$ cat src/hw/rtl/chgs_pkg.sv
package chgs_pkg;

    localparam int MAX_POINTS_DEF  = 64;
    localparam int COORD_WIDTH_DEF = 16;

    // Controller states
    typedef enum logic [5:0] {
        ST_LOAD,
        ST_SW0,
        ST_SW1,
        ST_SW2,
        ST_SRT_RDK,
        ST_SRT_KEY,
        ST_SRT_RDP,
        ST_SRT_LDR,
        ST_SRT_MUL,
        ST_SRT_DEC,
        ST_SRT_PUT,
        ST_PR_START,
        ST_PR_LDQ,
        ST_PR_CHK,
        ST_PR_LDR,
        ST_PR_MUL,
        ST_PR_DEC,
        ST_PR_END,
        ST_SC_INIT0,
        ST_SC_INIT1,
        ST_SC_INIT2,
        ST_SC_LOOP,
        ST_SC_LDR,
        ST_SC_MUL,
        ST_SC_DEC,
        ST_SC_RDP,
        ST_SC_LDP,
        ST_SC_PUSH,
        ST_OUT_RS,
        ST_OUT_RM,
        ST_OUT_LD,
        ST_DEG
    } t_state;

    // Point memory write data select
    typedef enum logic [2:0] {
        WS_IN,
        WS_RDATA,
        WS_Q,
        WS_R,
        WS_ANC
    } t_wsel;

    // Operand P load select
    typedef enum logic [1:0] {
        PS_HOLD,
        PS_ANC,
        PS_RDATA,
        PS_Q
    } t_psel;

    // Operand Q load select
    typedef enum logic [1:0] {
        QS_HOLD,
        QS_RDATA,
        QS_R,
        QS_P
    } t_qsel;

    typedef struct packed {
        logic  mem_rd;
        logic  mem_rd_stk;
        logic  mem_we;
        t_wsel wsel;
        logic  stk_we;
        logic  stk_rd;
        logic  ld_anc;
        t_psel psel;
        t_qsel qsel;
        logic  ld_r;
        logic  out_load;
        logic  out_last;
        logic  out_deg;
    } t_dp_cmd;

    typedef struct packed {
        logic in_lower;
        logic goes_first;
        logic cross_zero;
        logic cross_ge;
        logic out_free;
    } t_dp_sts;

endpackage

$ cat src/hw/rtl/chgs_ctrl.sv
module chgs_ctrl #(
    parameter int MAX_POINTS = chgs_pkg::MAX_POINTS_DEF,
    localparam int AW = $clog2(MAX_POINTS)
) (
    input  logic              i_clk,
    input  logic              i_rst_n,
    input  logic              i_in_valid,
    input  logic              i_last_point,
    output logic              o_in_ready,
    input  chgs_pkg::t_dp_sts i_sts,
    output chgs_pkg::t_dp_cmd o_cmd,
    output logic [AW-1:0]     o_mem_raddr,
    output logic [AW-1:0]     o_mem_waddr,
    output logic [AW-1:0]     o_stk_raddr,
    output logic [AW-1:0]     o_stk_waddr,
    output logic [AW-1:0]     o_stk_wdata
);

    localparam int CNTW = $clog2(MAX_POINTS + 1);
    localparam logic [CNTW-1:0] MAXN = CNTW'(MAX_POINTS);
    localparam logic [CNTW-1:0] ONE = CNTW'(1);
    localparam logic [CNTW-1:0] TWO = CNTW'(2);
    localparam logic [CNTW-1:0] THREE = CNTW'(3);

    chgs_pkg::t_state r_state, n_state;
    logic [CNTW-1:0]  r_n, n_n, r_i, n_i, r_j, n_j, r_m, n_m, r_d, n_d;
    logic [AW-1:0]    r_aidx, n_aidx;
    logic [CNTW-1:0]  w_ip1, w_jm1, w_dm1, w_dm3;

    assign w_ip1 = r_i + ONE;
    assign w_jm1 = r_j - ONE;
    assign w_dm1 = r_d - ONE;
    assign w_dm3 = r_d - THREE;

    // State and counter registers
    always_ff @(posedge i_clk) begin
        if (!i_rst_n) begin
            r_state <= chgs_pkg::ST_LOAD;
            r_n     <= '0;
            r_i     <= '0;
            r_j     <= '0;
            r_m     <= '0;
            r_d     <= '0;
            r_aidx  <= '0;
        end else begin
            r_state <= n_state;
            r_n     <= n_n;
            r_i     <= n_i;
            r_j     <= n_j;
            r_m     <= n_m;
            r_d     <= n_d;
            r_aidx  <= n_aidx;
        end
    end

    // Next state and datapath commands
    always_comb begin
        n_state     = r_state;
        n_n         = r_n;
        n_i         = r_i;
        n_j         = r_j;
        n_m         = r_m;
        n_d         = r_d;
        n_aidx      = r_aidx;
        o_cmd       = '0;
        o_in_ready  = 1'b0;
        o_mem_raddr = r_i[AW-1:0];
        o_mem_waddr = r_n[AW-1:0];
        o_stk_raddr = w_dm1[AW-1:0];
        o_stk_waddr = r_d[AW-1:0];
        o_stk_wdata = r_i[AW-1:0];
        unique case (r_state)
            // Store points, track the lowest one
            chgs_pkg::ST_LOAD: begin
                o_in_ready = 1'b1;
                if (i_in_valid) begin
                    if (r_n < MAXN) begin
                        o_cmd.mem_we = 1'b1;
                        o_cmd.wsel   = chgs_pkg::WS_IN;
                        n_n          = r_n + ONE;
                        if (r_n == '0 || i_sts.in_lower) begin
                            o_cmd.ld_anc = 1'b1;
                            n_aidx       = r_n[AW-1:0];
                        end
                    end
                    if (i_last_point) begin
                        n_state = chgs_pkg::ST_SW0;
                    end
                end
            end
            // Move the anchor to entry zero
            chgs_pkg::ST_SW0: begin
                o_cmd.mem_rd = 1'b1;
                o_mem_raddr  = '0;
                n_state      = chgs_pkg::ST_SW1;
            end
            chgs_pkg::ST_SW1: begin
                o_cmd.mem_we = 1'b1;
                o_cmd.wsel   = chgs_pkg::WS_RDATA;
                o_mem_waddr  = r_aidx;
                n_state      = chgs_pkg::ST_SW2;
            end
            chgs_pkg::ST_SW2: begin
                o_cmd.mem_we = 1'b1;
                o_cmd.wsel   = chgs_pkg::WS_ANC;
                o_mem_waddr  = '0;
                o_cmd.psel   = chgs_pkg::PS_ANC;
                if (r_n > TWO) begin
                    n_i     = TWO;
                    n_state = chgs_pkg::ST_SRT_RDK;
                end else begin
                    n_state = chgs_pkg::ST_PR_START;
                end
            end
            // Insertion sort by angle around the anchor
            chgs_pkg::ST_SRT_RDK: begin
                o_cmd.mem_rd = 1'b1;
                n_state      = chgs_pkg::ST_SRT_KEY;
            end
            chgs_pkg::ST_SRT_KEY: begin
                o_cmd.qsel = chgs_pkg::QS_RDATA;
                n_j        = r_i;
                n_state    = chgs_pkg::ST_SRT_RDP;
            end
            chgs_pkg::ST_SRT_RDP: begin
                if (r_j > ONE) begin
                    o_cmd.mem_rd = 1'b1;
                    o_mem_raddr  = w_jm1[AW-1:0];
                    n_state      = chgs_pkg::ST_SRT_LDR;
                end else begin
                    n_state = chgs_pkg::ST_SRT_PUT;
                end
            end
            chgs_pkg::ST_SRT_LDR: begin
                o_cmd.ld_r = 1'b1;
                n_state    = chgs_pkg::ST_SRT_MUL;
            end
            chgs_pkg::ST_SRT_MUL: begin
                n_state = chgs_pkg::ST_SRT_DEC;
            end
            chgs_pkg::ST_SRT_DEC: begin
                if (i_sts.goes_first) begin
                    o_cmd.mem_we = 1'b1;
                    o_cmd.wsel   = chgs_pkg::WS_R;
                    o_mem_waddr  = r_j[AW-1:0];
                    n_j          = w_jm1;
                    n_state      = chgs_pkg::ST_SRT_RDP;
                end else begin
                    n_state = chgs_pkg::ST_SRT_PUT;
                end
            end
            chgs_pkg::ST_SRT_PUT: begin
                o_cmd.mem_we = 1'b1;
                o_cmd.wsel   = chgs_pkg::WS_Q;
                o_mem_waddr  = r_j[AW-1:0];
                n_i          = w_ip1;
                if (w_ip1 < r_n) begin
                    n_state = chgs_pkg::ST_SRT_RDK;
                end else begin
                    n_state = chgs_pkg::ST_PR_START;
                end
            end
            // Keep only the farthest point of each collinear run
            chgs_pkg::ST_PR_START: begin
                n_m = ONE;
                if (r_n < TWO) begin
                    n_state = chgs_pkg::ST_PR_END;
                end else begin
                    n_i          = ONE;
                    o_cmd.mem_rd = 1'b1;
                    o_mem_raddr  = ONE[AW-1:0];
                    n_state      = chgs_pkg::ST_PR_LDQ;
                end
            end
            chgs_pkg::ST_PR_LDQ: begin
                o_cmd.qsel = chgs_pkg::QS_RDATA;
                n_state    = chgs_pkg::ST_PR_CHK;
            end
            chgs_pkg::ST_PR_CHK: begin
                if (w_ip1 < r_n) begin
                    o_cmd.mem_rd = 1'b1;
                    o_mem_raddr  = w_ip1[AW-1:0];
                    n_state      = chgs_pkg::ST_PR_LDR;
                end else begin
                    o_cmd.mem_we = 1'b1;
                    o_cmd.wsel   = chgs_pkg::WS_Q;
                    o_mem_waddr  = r_m[AW-1:0];
                    n_m          = r_m + ONE;
                    n_state      = chgs_pkg::ST_PR_END;
                end
            end
            chgs_pkg::ST_PR_LDR: begin
                o_cmd.ld_r = 1'b1;
                n_state    = chgs_pkg::ST_PR_MUL;
            end
            chgs_pkg::ST_PR_MUL: begin
                n_state = chgs_pkg::ST_PR_DEC;
            end
            chgs_pkg::ST_PR_DEC: begin
                o_cmd.qsel = chgs_pkg::QS_R;
                n_i        = w_ip1;
                n_state    = chgs_pkg::ST_PR_CHK;
                if (!i_sts.cross_zero) begin
                    o_cmd.mem_we = 1'b1;
                    o_cmd.wsel   = chgs_pkg::WS_Q;
                    o_mem_waddr  = r_m[AW-1:0];
                    n_m          = r_m + ONE;
                end
            end
            chgs_pkg::ST_PR_END: begin
                if (r_m < THREE) begin
                    n_state = chgs_pkg::ST_DEG;
                end else begin
                    n_state = chgs_pkg::ST_SC_INIT0;
                end
            end
            // Seed the stack with the first three candidates
            chgs_pkg::ST_SC_INIT0: begin
                o_cmd.stk_we = 1'b1;
                o_stk_waddr  = '0;
                o_stk_wdata  = '0;
                o_cmd.mem_rd = 1'b1;
                o_mem_raddr  = ONE[AW-1:0];
                n_state      = chgs_pkg::ST_SC_INIT1;
            end
            chgs_pkg::ST_SC_INIT1: begin
                o_cmd.stk_we = 1'b1;
                o_stk_waddr  = ONE[AW-1:0];
                o_stk_wdata  = ONE[AW-1:0];
                o_cmd.psel   = chgs_pkg::PS_RDATA;
                o_cmd.mem_rd = 1'b1;
                o_mem_raddr  = TWO[AW-1:0];
                n_state      = chgs_pkg::ST_SC_INIT2;
            end
            chgs_pkg::ST_SC_INIT2: begin
                o_cmd.stk_we = 1'b1;
                o_stk_waddr  = TWO[AW-1:0];
                o_stk_wdata  = TWO[AW-1:0];
                o_cmd.qsel   = chgs_pkg::QS_RDATA;
                n_d          = THREE;
                n_i          = THREE;
                n_state      = chgs_pkg::ST_SC_LOOP;
            end
            // Stack scan
            chgs_pkg::ST_SC_LOOP: begin
                if (r_i < r_m) begin
                    o_cmd.mem_rd = 1'b1;
                    n_state      = chgs_pkg::ST_SC_LDR;
                end else begin
                    n_state = chgs_pkg::ST_OUT_RS;
                end
            end
            chgs_pkg::ST_SC_LDR: begin
                o_cmd.ld_r = 1'b1;
                n_state    = chgs_pkg::ST_SC_MUL;
            end
            chgs_pkg::ST_SC_MUL: begin
                n_state = chgs_pkg::ST_SC_DEC;
            end
            chgs_pkg::ST_SC_DEC: begin
                if (r_d > ONE && i_sts.cross_ge) begin
                    // Pop; fetch the new second entry if there is one
                    n_d        = w_dm1;
                    o_cmd.qsel = chgs_pkg::QS_P;
                    if (r_d > TWO) begin
                        o_cmd.stk_rd = 1'b1;
                        o_stk_raddr  = w_dm3[AW-1:0];
                        n_state      = chgs_pkg::ST_SC_RDP;
                    end else begin
                        n_state = chgs_pkg::ST_SC_PUSH;
                    end
                end else begin
                    n_state = chgs_pkg::ST_SC_PUSH;
                end
            end
            chgs_pkg::ST_SC_RDP: begin
                o_cmd.mem_rd     = 1'b1;
                o_cmd.mem_rd_stk = 1'b1;
                n_state          = chgs_pkg::ST_SC_LDP;
            end
            chgs_pkg::ST_SC_LDP: begin
                o_cmd.psel = chgs_pkg::PS_RDATA;
                n_state    = chgs_pkg::ST_SC_MUL;
            end
            chgs_pkg::ST_SC_PUSH: begin
                o_cmd.stk_we = 1'b1;
                o_cmd.psel   = chgs_pkg::PS_Q;
                o_cmd.qsel   = chgs_pkg::QS_R;
                n_d          = r_d + ONE;
                n_i          = w_ip1;
                n_state      = chgs_pkg::ST_SC_LOOP;
            end
            // Pop the stack out, top first
            chgs_pkg::ST_OUT_RS: begin
                o_cmd.stk_rd = 1'b1;
                n_d          = w_dm1;
                n_state      = chgs_pkg::ST_OUT_RM;
            end
            chgs_pkg::ST_OUT_RM: begin
                o_cmd.mem_rd     = 1'b1;
                o_cmd.mem_rd_stk = 1'b1;
                n_state          = chgs_pkg::ST_OUT_LD;
            end
            chgs_pkg::ST_OUT_LD: begin
                if (i_sts.out_free) begin
                    o_cmd.out_load = 1'b1;
                    o_cmd.out_last = (r_d == '0);
                    if (r_d == '0) begin
                        n_n     = '0;
                        n_state = chgs_pkg::ST_LOAD;
                    end else begin
                        n_state = chgs_pkg::ST_OUT_RS;
                    end
                end
            end
            chgs_pkg::ST_DEG: begin
                if (i_sts.out_free) begin
                    o_cmd.out_load = 1'b1;
                    o_cmd.out_last = 1'b1;
                    o_cmd.out_deg  = 1'b1;
                    n_n            = '0;
                    n_d            = '0;
                    n_state        = chgs_pkg::ST_LOAD;
                end
            end
            default: begin
                n_state = chgs_pkg::ST_LOAD;
            end
        endcase
    end

    // Point count never passes the store depth
    a_count_bound: assert property (@(posedge i_clk) disable iff (!i_rst_n)
        r_n <= MAXN)
        else $error("point count beyond store depth");

    // Stack never deeper than the candidate count during the scan
    a_stack_bound: assert property (@(posedge i_clk) disable iff (!i_rst_n)
        (r_state == chgs_pkg::ST_SC_LOOP || r_state == chgs_pkg::ST_SC_PUSH) |-> r_d <= r_m)
        else $error("hull stack deeper than candidates");

    // Insertion position stays at or below the key's slot
    a_sort_pos: assert property (@(posedge i_clk) disable iff (!i_rst_n)
        (r_state == chgs_pkg::ST_SRT_DEC) |-> (r_j <= r_i && r_j > ONE))
        else $error("sort position out of range");

    // A result is loaded only when the output register can take it
    a_out_free: assert property (@(posedge i_clk) disable iff (!i_rst_n)
        o_cmd.out_load |-> i_sts.out_free)
        else $error("result loaded over a pending one");

endmodule
$ cat config.mk
export PLATFORM = sky130hd
export DESIGN_NAME = chgs_ctrl
export DESIGN_NICKNAME = d
export VERILOG_FILES = /design/src/hw/rtl/chgs_pkg.sv /design/src/hw/rtl/chgs_ctrl.sv
export SDC_FILE = /design/constraint.sdc
export NUM_CORES = 1
export LEC_CHECK = 0
export BUFFER_PORTS_ARGS = -buffer_cell sky130_fd_sc_hd__buf_4
export CORE_ASPECT_RATIO = 2
export CORE_UTILIZATION = 60
export CTS_BUF_LIST = sky130_fd_sc_hd__clkbuf_8
export DETAILED_ROUTE_END_ITERATION = 8
export GPL_TIMING_DRIVEN = 0
export PLACE_DENSITY = 0.82
export RECOVER_POWER = 25
export SYNTH_ARGS = -nofsm -noshare
export SYNTH_HDL_FRONTEND = slang
export SYNTH_SLANG_ARGS = --single-unit
$ cat constraint.sdc
create_clock -name i_clk -period 5.85 [get_ports i_clk]
set_clock_uncertainty 0.05 [all_clocks]
set_input_delay 0.2925 -clock i_clk [delete_from_list [all_inputs] [get_ports i_clk]]
set_output_delay 0.2925 -clock i_clk [all_outputs]
set_load 0.005 [all_outputs]
==> results of run 1 <==
[cell families after synthesis]
family,count (synthesis),share of synthesized area
AO/OA/AOI/OAI,166,0.271
XOR/XNOR,26,0.0528
adder cells (fa/ha/maj),24,0.0691
buffers and inverters,70,0.0746
flip-flops,46,0.214
multiplexers,7,0.0163
AND/OR/NAND/NOR,253,0.302
[metal layers]
layer,GRT usage,GRT overflow
met5,0,0
met1,0.534,0
met3,0.212,0
met4,0.475,0
met2,0.796,1
[stage by stage]
| stage | utilization | area [µm²] | setup slack [ps] | std cells |
|---|---|---|---|---|
| 2_1_floorplan | - | 4310 | 3060 | 592 |
| 3_3_place_gp | 0.697 | 4840 | 2130 | 737 |
| 3_5_place_dp | 0.697 | 4840 | 2090 | 737 |
| 4_1_cts | 0.709 | 4920 | 1710 | 745 |
==> reports/results.env, run 1 <==
SYN_AVG_CELL_AREA_UM2=7.28
GRT_MAX_DEGREE=16
IO_PINS=57
SYNTH.NET_COUNT=624
SYNTH_AREA_LEADERS='sky130_fd_sc_hd__dfxtp_1, sky130_fd_sc_hd__ha_1, sky130_fd_sc_hd__nor2_1'
SYNTH.CELLS.MOST_FREQUENT='sky130_fd_sc_hd__nor2_1, sky130_fd_sc_hd__nand2_1, sky130_fd_sc_hd__dfxtp_1'
DIE_HEIGHT_UM=122
NUMBER_OF_BUFFERS_INSERTED_BY_PORT_BUFFERING=55
CTS_MAX_LEVEL=2
NETLIST_AREA_UM2=4310
YS_FF_LATCH=46
NUMCTSBUFFERS=5
ASYNC_S_R_FF_SHARE_SYNTH=0
STOP_STAGE='5_1_grt'
SYN_INST=592
GRT_PASS1_WL_MM=28.9
CTS_ROOT_BUFFER='sky130_fd_sc_hd__clkbuf_8'
PLACE_HPWL_MM=13.5
STATUS='stopped before the end'
CTS.REPAIR_TIMING.SETUP_BUFFER_COUNT=0
SYNTH-EDFF-COUNT=0
SYNTH_TOP_AREA_CELL='sky130_fd_sc_hd__dfxtp_1'
CTS_HOLD_BUFFERS=0
YS_TYPES=79
CTS_NUM_SINKS=46
CTS_MAX_PATH_BUFFERS=2
SYNTH-MAIN-FF-CELL='sky130_fd_sc_hd__dfxtp_1'
SYNTH-SEQ-AREA-SHARE=0.214
PLACEMENTROWS=43
INITIAL_UTILIZATION=0.621
YOSYSWARNINGS=0
ERROR_LINE='[ERROR GRT-0116] Global routing finished with congestion. Check the congestion regions in the DRC Viewer.'
PLACE_CONGESTION=1.09
DIE_WIDTH_UM=61.9
SYNTH.TOP_CELL.AREA_SHARE=0.214
CTS_RESIZED=0
YOSYS.CELL_COUNT.TOP_TYPE='sky130_fd_sc_hd__nor2_1'
GRT_REMAINING_OVERFLOW=1
GRTUSAGETOTAL=0.529
NUMBER_OF_GLOBAL_ROUTE_VIAS_BEFORE_REPAIR=5296
==> run 2, diff against run 1 <==
- CORE_ASPECT_RATIO: 2 -> unset
- CORE_UTILIZATION: 60 -> 40
- CTS_BUF_LIST: sky130_fd_sc_hd__clkbuf_8 -> unset
- PLACE_DENSITY: 0.82 -> unset
- PLACE_DENSITY_LB_ADDON: unset -> 0.15
==> run 2 against run 1 <==
Effect of this change: the flow now finishes without violations; synthesized cell count unchanged; synthesized area unchanged.
==> reports/results.env, run 2 <==
SHARE_SEQ_OF_TOTAL_POWER=0.391
BUFFERS_PLUS_INVERTERS_ON_THE_WORST_SETUP_PATH=2
REPORT.FINAL.HOLD_VIOL_COUNT=0
YOSYSWARNINGS=0  # unchanged
YOSYS.CELL_COUNT.TOP_TYPE='sky130_fd_sc_hd__nor2_1'
CTS_NUM_SINKS=46  # unchanged
ANTENNA_CELLS_INSERTED=0
INITIAL_UTILIZATION=0.416  # -0.205
SWITCHINGPOWER_W=0.000345
DIE_WIDTH_UM=106  # +71%
CRITICAL-PATH-SLOWEST-CELL='sky130_fd_sc_hd__a211oi_1'
CLK_LAT_WORST_SKEW_PS=330
CP.REQUIRED_PS=5510
NUMCTSBUFFERS=5  # unchanged
DIE_HEIGHT_UM=106  # -13%
UNREPAIRED_SETUP_ENDPOINTS_AFTER_GLOBAL_ROUTING='false'
SYNTH_TOP_AREA_CELL='sky130_fd_sc_hd__dfxtp_1'
HOLD_SLACK_PS=234
STATUS='complete, no violations'
P_COMB_FRAC=0.360
CTS_HOLD_BUFFERS=0  # unchanged
LAYOUT.CELLS.MOST_COMMON_LIST='sky130_fd_sc_hd__nor2_1, sky130_fd_sc_hd__buf_4, sky130_fd_sc_hd__nand2_1, sky130_fd_sc_hd__dfxtp_1, sky130_fd_sc_hd__a21oi_1'
DPL-INSTANCE-AREA_UM2=4890  # +1.2%
SETUP_VIOL=0
POWER_REPORT.INTERNAL_TOTAL_W=0.000530
CP_SLOWEST_STAGE_DELAY_PS=690
FINALWIRELENGTH_MM=15.7
INITIALDRTVIOLATIONCOUNT=393
TOTAL_LEAKAGE_POWER_nW=1.99
POST-ROUTE-PERIOD-UTIL=0.718
CTS_RESIZED=0  # unchanged
TIMING.MAX_SLEW.REL_SLACK=0.147
ASYNC_S_R_FF_SHARE_SYNTH=0  # unchanged
WORST_IR_DROP_VDD_mV=0.201
NUMBER_OF_GLOBAL_ROUTE_VIAS_BEFORE_REPAIR=4466
CRIT_PATH_MAX_FANOUT=10
SYNTH.TOP_CELL.AREA_SHARE=0.214  # unchanged
POST-ROUTE-DRC-COUNT=0
CRITICAL_PATH.TOP_DELAY_FAMILY='compound AO/OA/AOI/OAI gates'
PLACE_HPWL_MM=12.2  # -9.8%
NUMBER_OF_BUFFERS_INSERTED_BY_PORT_BUFFERING=55  # unchanged
PLACEDCELLCOUNT=783  # +6.2%
CLK_TRANSITION_REPORTED_PATHS_PS=110
WORSTSETUPPATHTYPE='flop to output port'
WORST_SETUP_PATH_END_KIND='output port'
GRT_REMAINING_OVERFLOW=0
CTS_ROOT_BUFFER='sky130_fd_sc_hd__clkbuf_8'
PLACE_CONGESTION=0.946  # -13%
CTS_TREE='done'
NETLIST_AREA_UM2=4310  # unchanged
STARTPOINT_TYPE='flop'
P_SW_FRAC=0.394
ANTENNA_FOUND_INITIAL=0
CTS_MAX_PATH_BUFFERS=2  # unchanged
SYNTH-MAIN-FF-CELL='sky130_fd_sc_hd__dfxtp_1'
POWERDENSITY_nW_PER_UM2=177
FINAL_LAYOUT_SIZE_SUFFIX_GT1_FRAC=0.151
SYNTH-SEQ-AREA-SHARE=0.214  # unchanged
YS_TYPES=79  # unchanged
CLOCK.FMAX_MHz=238
WORST_SLEW_PIN_SLEW_PS=1270
FINAL.SETUP.TNS_PS=0
POSTLAYOUTSETUPSLACKWORST_PS=1650
SYNTH_AREA_LEADERS='sky130_fd_sc_hd__dfxtp_1, sky130_fd_sc_hd__ha_1, sky130_fd_sc_hd__nor2_1'
POST_ROUTE_CELL_AREA_UM2=4950
VIAS=4771
CTS.REPAIR_TIMING.SETUP_BUFFER_COUNT=0  # unchanged
FINAL_PERIOD_MINUS_WORST_SETUP_SLACK_PS=4200
PLACEMENTROWS=37  # -14%
YS_FF_LATCH=46  # unchanged
POWER.SHARE.CLOCK=0.248
DIE_AREA_UM2=11200
SYNTH.NET_COUNT=624  # unchanged
ROUTEDWLPERCELL_UM=19.9
PRE_CTS_WS_PS=2110  # +19.4 ps
AREA_DELTA_SYNTH_FINAL_PCT=14.9
WORST-R2R-SETUP-SLACK_PS=2270
FINALMAXSLEWVIOLATIONS=0
GRTUSAGETOTAL=0.284
GRT_PASS1_WL_MM=24.6
CP_DATA_ARRIVAL_TIME_PS=3860
AVGVIACOUNTPERCELL=6.03
SYNTH.CELLS.MOST_FREQUENT='sky130_fd_sc_hd__nor2_1, sky130_fd_sc_hd__nand2_1, sky130_fd_sc_hd__dfxtp_1'
CRIT_CHAIN='ha_1 -> and3_1 -> nand3_1 -> xnor2_1 -> ha_1 -> a21oi_1 -> o21ai_0 -> a211oi_1 -> buf_4 -> nor2_1 -> o221ai_1 -> buf_4'
SYN_INST=592  # unchanged
GRT_MAX_DEGREE=17
MOSTFREQUENTLAYOUTCELL='sky130_fd_sc_hd__nor2_1'
LAYOUTNONFILLERINSTCOUNT=791
AREA_OF_THE_CORE_REGION_UM2=10400
HOLD_PATH.CLASS='input port to flop'
IO_PINS=57  # unchanged
MAX-CAP-VIOLATIONS=0
DRT_FIRST_PASS_ITERS=7
SYNTH-EDFF-COUNT=0  # unchanged
SYN_AVG_CELL_AREA_UM2=7.28  # unchanged
FINAL_NETS=686
CTS_MAX_LEVEL=2  # unchanged
POSTROUTEANTENNANETS=0
==> run 2: cell counts after synthesis <==
No cell type changed its count.
==> run 2: path summary, 6_finish.rpt <==
check	from	cells past startpoint	to
setup reg to reg	r_i[1]	12	r_m[0]
hold / removal	i_rst_n	3	r_d[6]
hold reg to reg	r_aidx[5]	2	r_aidx[5]
setup / recovery	r_i[1]	12	o_mem_raddr[0]
==> run 2: cell families after synthesis <==
family,after synthesis,synth area share
AOI/OAI and AO/OA,166,0.271
xor gates and xnor gates,26,0.0528
adders and majority gates,24,0.0691
buffers and inverters,70,0.0746
DFF,46,0.214
muxes,7,0.0163
and+or+nand+nor,253,0.302
==> run 2: layout make-up <==
| class | count | area, µm² |
|---|---|---|
| Buffer | 41 | 210 |
| Clock inverter | 3 | 23.8 |
| Inverter | 29 | 109 |
| Fill cell | 1114 | 5420 |
| Tap cell | 136 | 170 |
| Timing Repair Buffer | 55 | 413 |
| Sequential cell | 46 | 921 |
| Multi-Input combinational cell | 476 | 3040 |
| Clock buffer | 5 | 68.8 |
==> run 2: stage by stage <==
step	total power, W	util
global route	0.000916	0.478
floorplan	0.000553	-
detailed placement	0.000665	0.472
CTS	0.000881	0.481
finish	0.000875	0.478
global placement	0.000665	0.472
==> run 2: metal layers <==
metal	vias to the layer above	track usage	wire length, µm	share of wire
met5	-	0	0	0
met4	0	0.117	495	0.032
met3	35	0.0600	1280	0.082
met2	222	0.455	7130	0.45
met1	2254	0.369	6800	0.43
li1	2260	-	-	-
==> run 2: worst min-delay path: stages <==
cell and delay [ps]:
sky130_fd_sc_hd__buf_4 140, sky130_fd_sc_hd__inv_1 70, sky130_fd_sc_hd__o41ai_1 70
==> run 2: power by group through the flow <==
stage / sequential, W / clock [W] / combinational, W
finish: 0.000342 / 0.000217 / 0.000315
global route: 0.000344 / 0.000234 / 0.000338
CTS: 0.000342 / 0.000221 / 0.000318
detailed placement: 0.000349 / 0 / 0.000316
global placement: 0.000349 / 0 / 0.000316
floorplan: 0.000344 / 0 / 0.000210
Power figures use the tool's default switching activity.
==> run 3, diff against run 2 <==
- clock period: 5.85 -> 3.5 ns (I/O delays scaled with it)
==> run 3 against run 2 <==
Effect of this change: first-iteration DRC count is 25% lower; non-clock buffer count is 2 higher; combinational power up 68%; final area up 1.1%; total power increased by 67%; final cell count increased by 0.25%; die area unchanged; critical path type unchanged; via count fell by 0.23%; register-to-register slack worse by 1800 ps; largest power group unchanged; sequential share of layout area is 0.059 points lower; worst setup slack lost 1600 ps; worst hold slack worse by 120 ps.
==> reports/results.env, run 3 (synthesis gave the netlist of run 2 again) <==
CTS_ROOT_BUFFER='sky130_fd_sc_hd__clkbuf_8'
FINAL_NETS=688  # +0.29%
FINALWIRELENGTH_MM=15.8  # +0.49%
MAX-CAP-VIOLATIONS=0  # unchanged
P_COMB_FRAC=0.362  # +0.002
STATUS='complete, no violations'
HOLD_PATH.CLASS='input port to flop'
ROUTEDWLPERCELL_UM=19.9  # +0.24%
TIMING.MAX_SLEW.REL_SLACK=0.168  # +0.0213
CTS_MAX_LEVEL=2  # unchanged
PLACE_HPWL_MM=12.2  # unchanged
WORST_SLEW_PIN_SLEW_PS=1240  # -31.7 ps
POWER_REPORT.INTERNAL_TOTAL_W=0.000885  # +67%
GRT_REMAINING_OVERFLOW=0  # unchanged
POWERDENSITY_nW_PER_UM2=292  # +66%
POST_ROUTE_CELL_AREA_UM2=5010  # +1.1%
STARTPOINT_TYPE='flop'
INITIALDRTVIOLATIONCOUNT=293  # -25%
CP.REQUIRED_PS=3270  # -2240 ps
HOLD_START='i_rst_n'
CTS_HOLD_BUFFERS=0  # unchanged
SETUP_VIOL=0  # unchanged
HOLD_CRIT_DEPTH=3  # unchanged
GRT_PASS1_WL_MM=24.7  # +0.22%
POSTROUTEANTENNANETS=0  # unchanged
CRITPATHLAUNCH='r_i[1]'
DIE_AREA_UM2=11200  # unchanged
DIE_HEIGHT_UM=106  # unchanged
FINAL.SETUP.TNS_PS=0  # unchanged
SWITCHINGPOWER_W=0.000580  # +68%
TOTAL_LEAKAGE_POWER_nW=2.01  # +0.93%
LAYOUT.CELLS.MOST_COMMON_LIST='sky130_fd_sc_hd__nor2_1, sky130_fd_sc_hd__buf_4, sky130_fd_sc_hd__nand2_1, sky130_fd_sc_hd__a21oi_1, sky130_fd_sc_hd__dfxtp_1'
DRT_FIRST_PASS_ITERS=5  # -2
PLACE_CONGESTION=0.946  # unchanged
INITIAL_UTILIZATION=0.416  # unchanged
WORST-R2R-SETUP-SLACK_PS=450  # -1820 ps
CRIT_PATH_MAX_FANOUT=8  # -2
GRT_MAX_DEGREE=17  # unchanged
CTS_TREE='done'
MOSTFREQUENTLAYOUTCELL='sky130_fd_sc_hd__nor2_1'
IO_PINS=57  # unchanged
FINAL_PERIOD_MINUS_WORST_SETUP_SLACK_PS=3410
AVGVIACOUNTPERCELL=6.00  # -0.48%
GRTUSAGETOTAL=0.285  # +0.000655
POWER.SHARE.CLOCK=0.249  # about the same
POSTLAYOUTSETUPSLACKWORST_PS=93.0  # -1560 ps
POST-ROUTE-DRC-COUNT=0  # unchanged
NUMBER_OF_BUFFERS_INSERTED_BY_PORT_BUFFERING=55  # unchanged
ANTENNA_CELLS_INSERTED=0  # unchanged
WORSTREG2REGSTART='r_d[0]'
AREA_OF_THE_CORE_REGION_UM2=10400  # unchanged
NUMCTSBUFFERS=5  # unchanged
DPL-INSTANCE-AREA_UM2=4890  # unchanged
LAYOUTNONFILLERINSTCOUNT=793  # +0.25%
CLK_TRANSITION_REPORTED_PATHS_PS=110  # about the same
TIMING.REG2REG.WORST_PATH_DEPTH=9  # -3
ANTENNA_FOUND_INITIAL=0  # unchanged
LAYOUT.CORE_UTILIZATION=0.483  # +0.00543
CLK_LAT_WORST_SKEW_PS=330  # about the same
FINAL_LAYOUT_SIZE_SUFFIX_GT1_FRAC=0.166  # +0.0148
CTS_NUM_SINKS=46  # unchanged
CLOCK.FMAX_MHz=294
WORST_SETUP_PATH_END_KIND='output port'
FINALMAXSLEWVIOLATIONS=0  # unchanged
AREA_DELTA_SYNTH_FINAL_PCT=16.3
P_SW_FRAC=0.396  # +0.00132
POST-ROUTE-PERIOD-UTIL=0.973
CTS_MAX_PATH_BUFFERS=2  # unchanged
PRE_CTS_WS_PS=-121  # -2230 ps
PLACEMENTROWS=37  # unchanged
CP_DATA_ARRIVAL_TIME_PS=3180  # -680 ps
REPORT.FINAL.HOLD_VIOL_COUNT=0  # unchanged
DIE_WIDTH_UM=106  # unchanged
WORST_IR_DROP_VDD_mV=0.337  # +68%
PLACEDCELLCOUNT=783  # unchanged
VIAS=4760  # -0.23%
SHARE_SEQ_OF_TOTAL_POWER=0.390  # about the same
UNREPAIRED_SETUP_ENDPOINTS_AFTER_GLOBAL_ROUTING='false'
WORSTSETUPPATHTYPE='flop to output port'
NUMBER_OF_GLOBAL_ROUTE_VIAS_BEFORE_REPAIR=4503  # +0.83%
## run 3: worst paths after layout
check                   end
min                  r_d[6]
max reg2reg      r_state[3]
min reg2reg       r_aidx[5]
max          o_mem_waddr[2]
## run 3: worst max-delay path: stages, from the launching register on
cell and delay, ps:
sky130_fd_sc_hd__dfxtp_4 420, sky130_fd_sc_hd__ha_1 180, sky130_fd_sc_hd__and3_1 220, sky130_fd_sc_hd__nand3_1 140, sky130_fd_sc_hd__xnor2_2 290, sky130_fd_sc_hd__ha_1 290
sky130_fd_sc_hd__a21oi_1 200, sky130_fd_sc_hd__o21ai_2 100, sky130_fd_sc_hd__a21o_1 190, sky130_fd_sc_hd__nand2_2 120, sky130_fd_sc_hd__nand2_2 130, sky130_fd_sc_hd__a221o_1 410
sky130_fd_sc_hd__buf_4 150
## run 3: per-stage QoR
step                power, W  hold WS (ps)
floorplan           0.000925           288
global placement     0.00111           426
detailed placement   0.00111           441
CTS                  0.00147           111
global route         0.00153           139
finish               0.00146           116
## run 3: routing by layer
metal	global-route usage	vias to the layer above	wire length (µm)
li1	-	2263	-
met1	0.369	2237	6770
met2	0.457	227	7210
met3	0.0600	33	1360
met4	0.116	0	453
met5	0	-	0
## run 3: cell type report
cell class,count,area (µm²)
repair buffers,57,428
plain buffers,41,208
clock inverters,3,23.8
well taps,136,170
fillers,1105,5360
clock buffers,5,68.8
flip-flops and latches,46,928
inverters,29,109
multi-input cells,476,3080
## run 3: power by group through the flow
stage | Sequential, W | Combinational, W | Clock, W
2_1_floorplan | 0.000574 | 0.000350 | 0
3_3_place_gp | 0.000583 | 0.000529 | 0
3_5_place_dp | 0.000584 | 0.000528 | 0
4_1_cts | 0.000571 | 0.000532 | 0.000369
5_1_grt | 0.000573 | 0.000569 | 0.000386
6_report | 0.000571 | 0.000530 | 0.000364
## run 3: repair_timing
item	CTS	global route
endpoints found under the setup margin	16	15
pin swaps	1	1
hold endpoints to repair	0	0
gates resized for setup	5	8
setup buffers	1	1
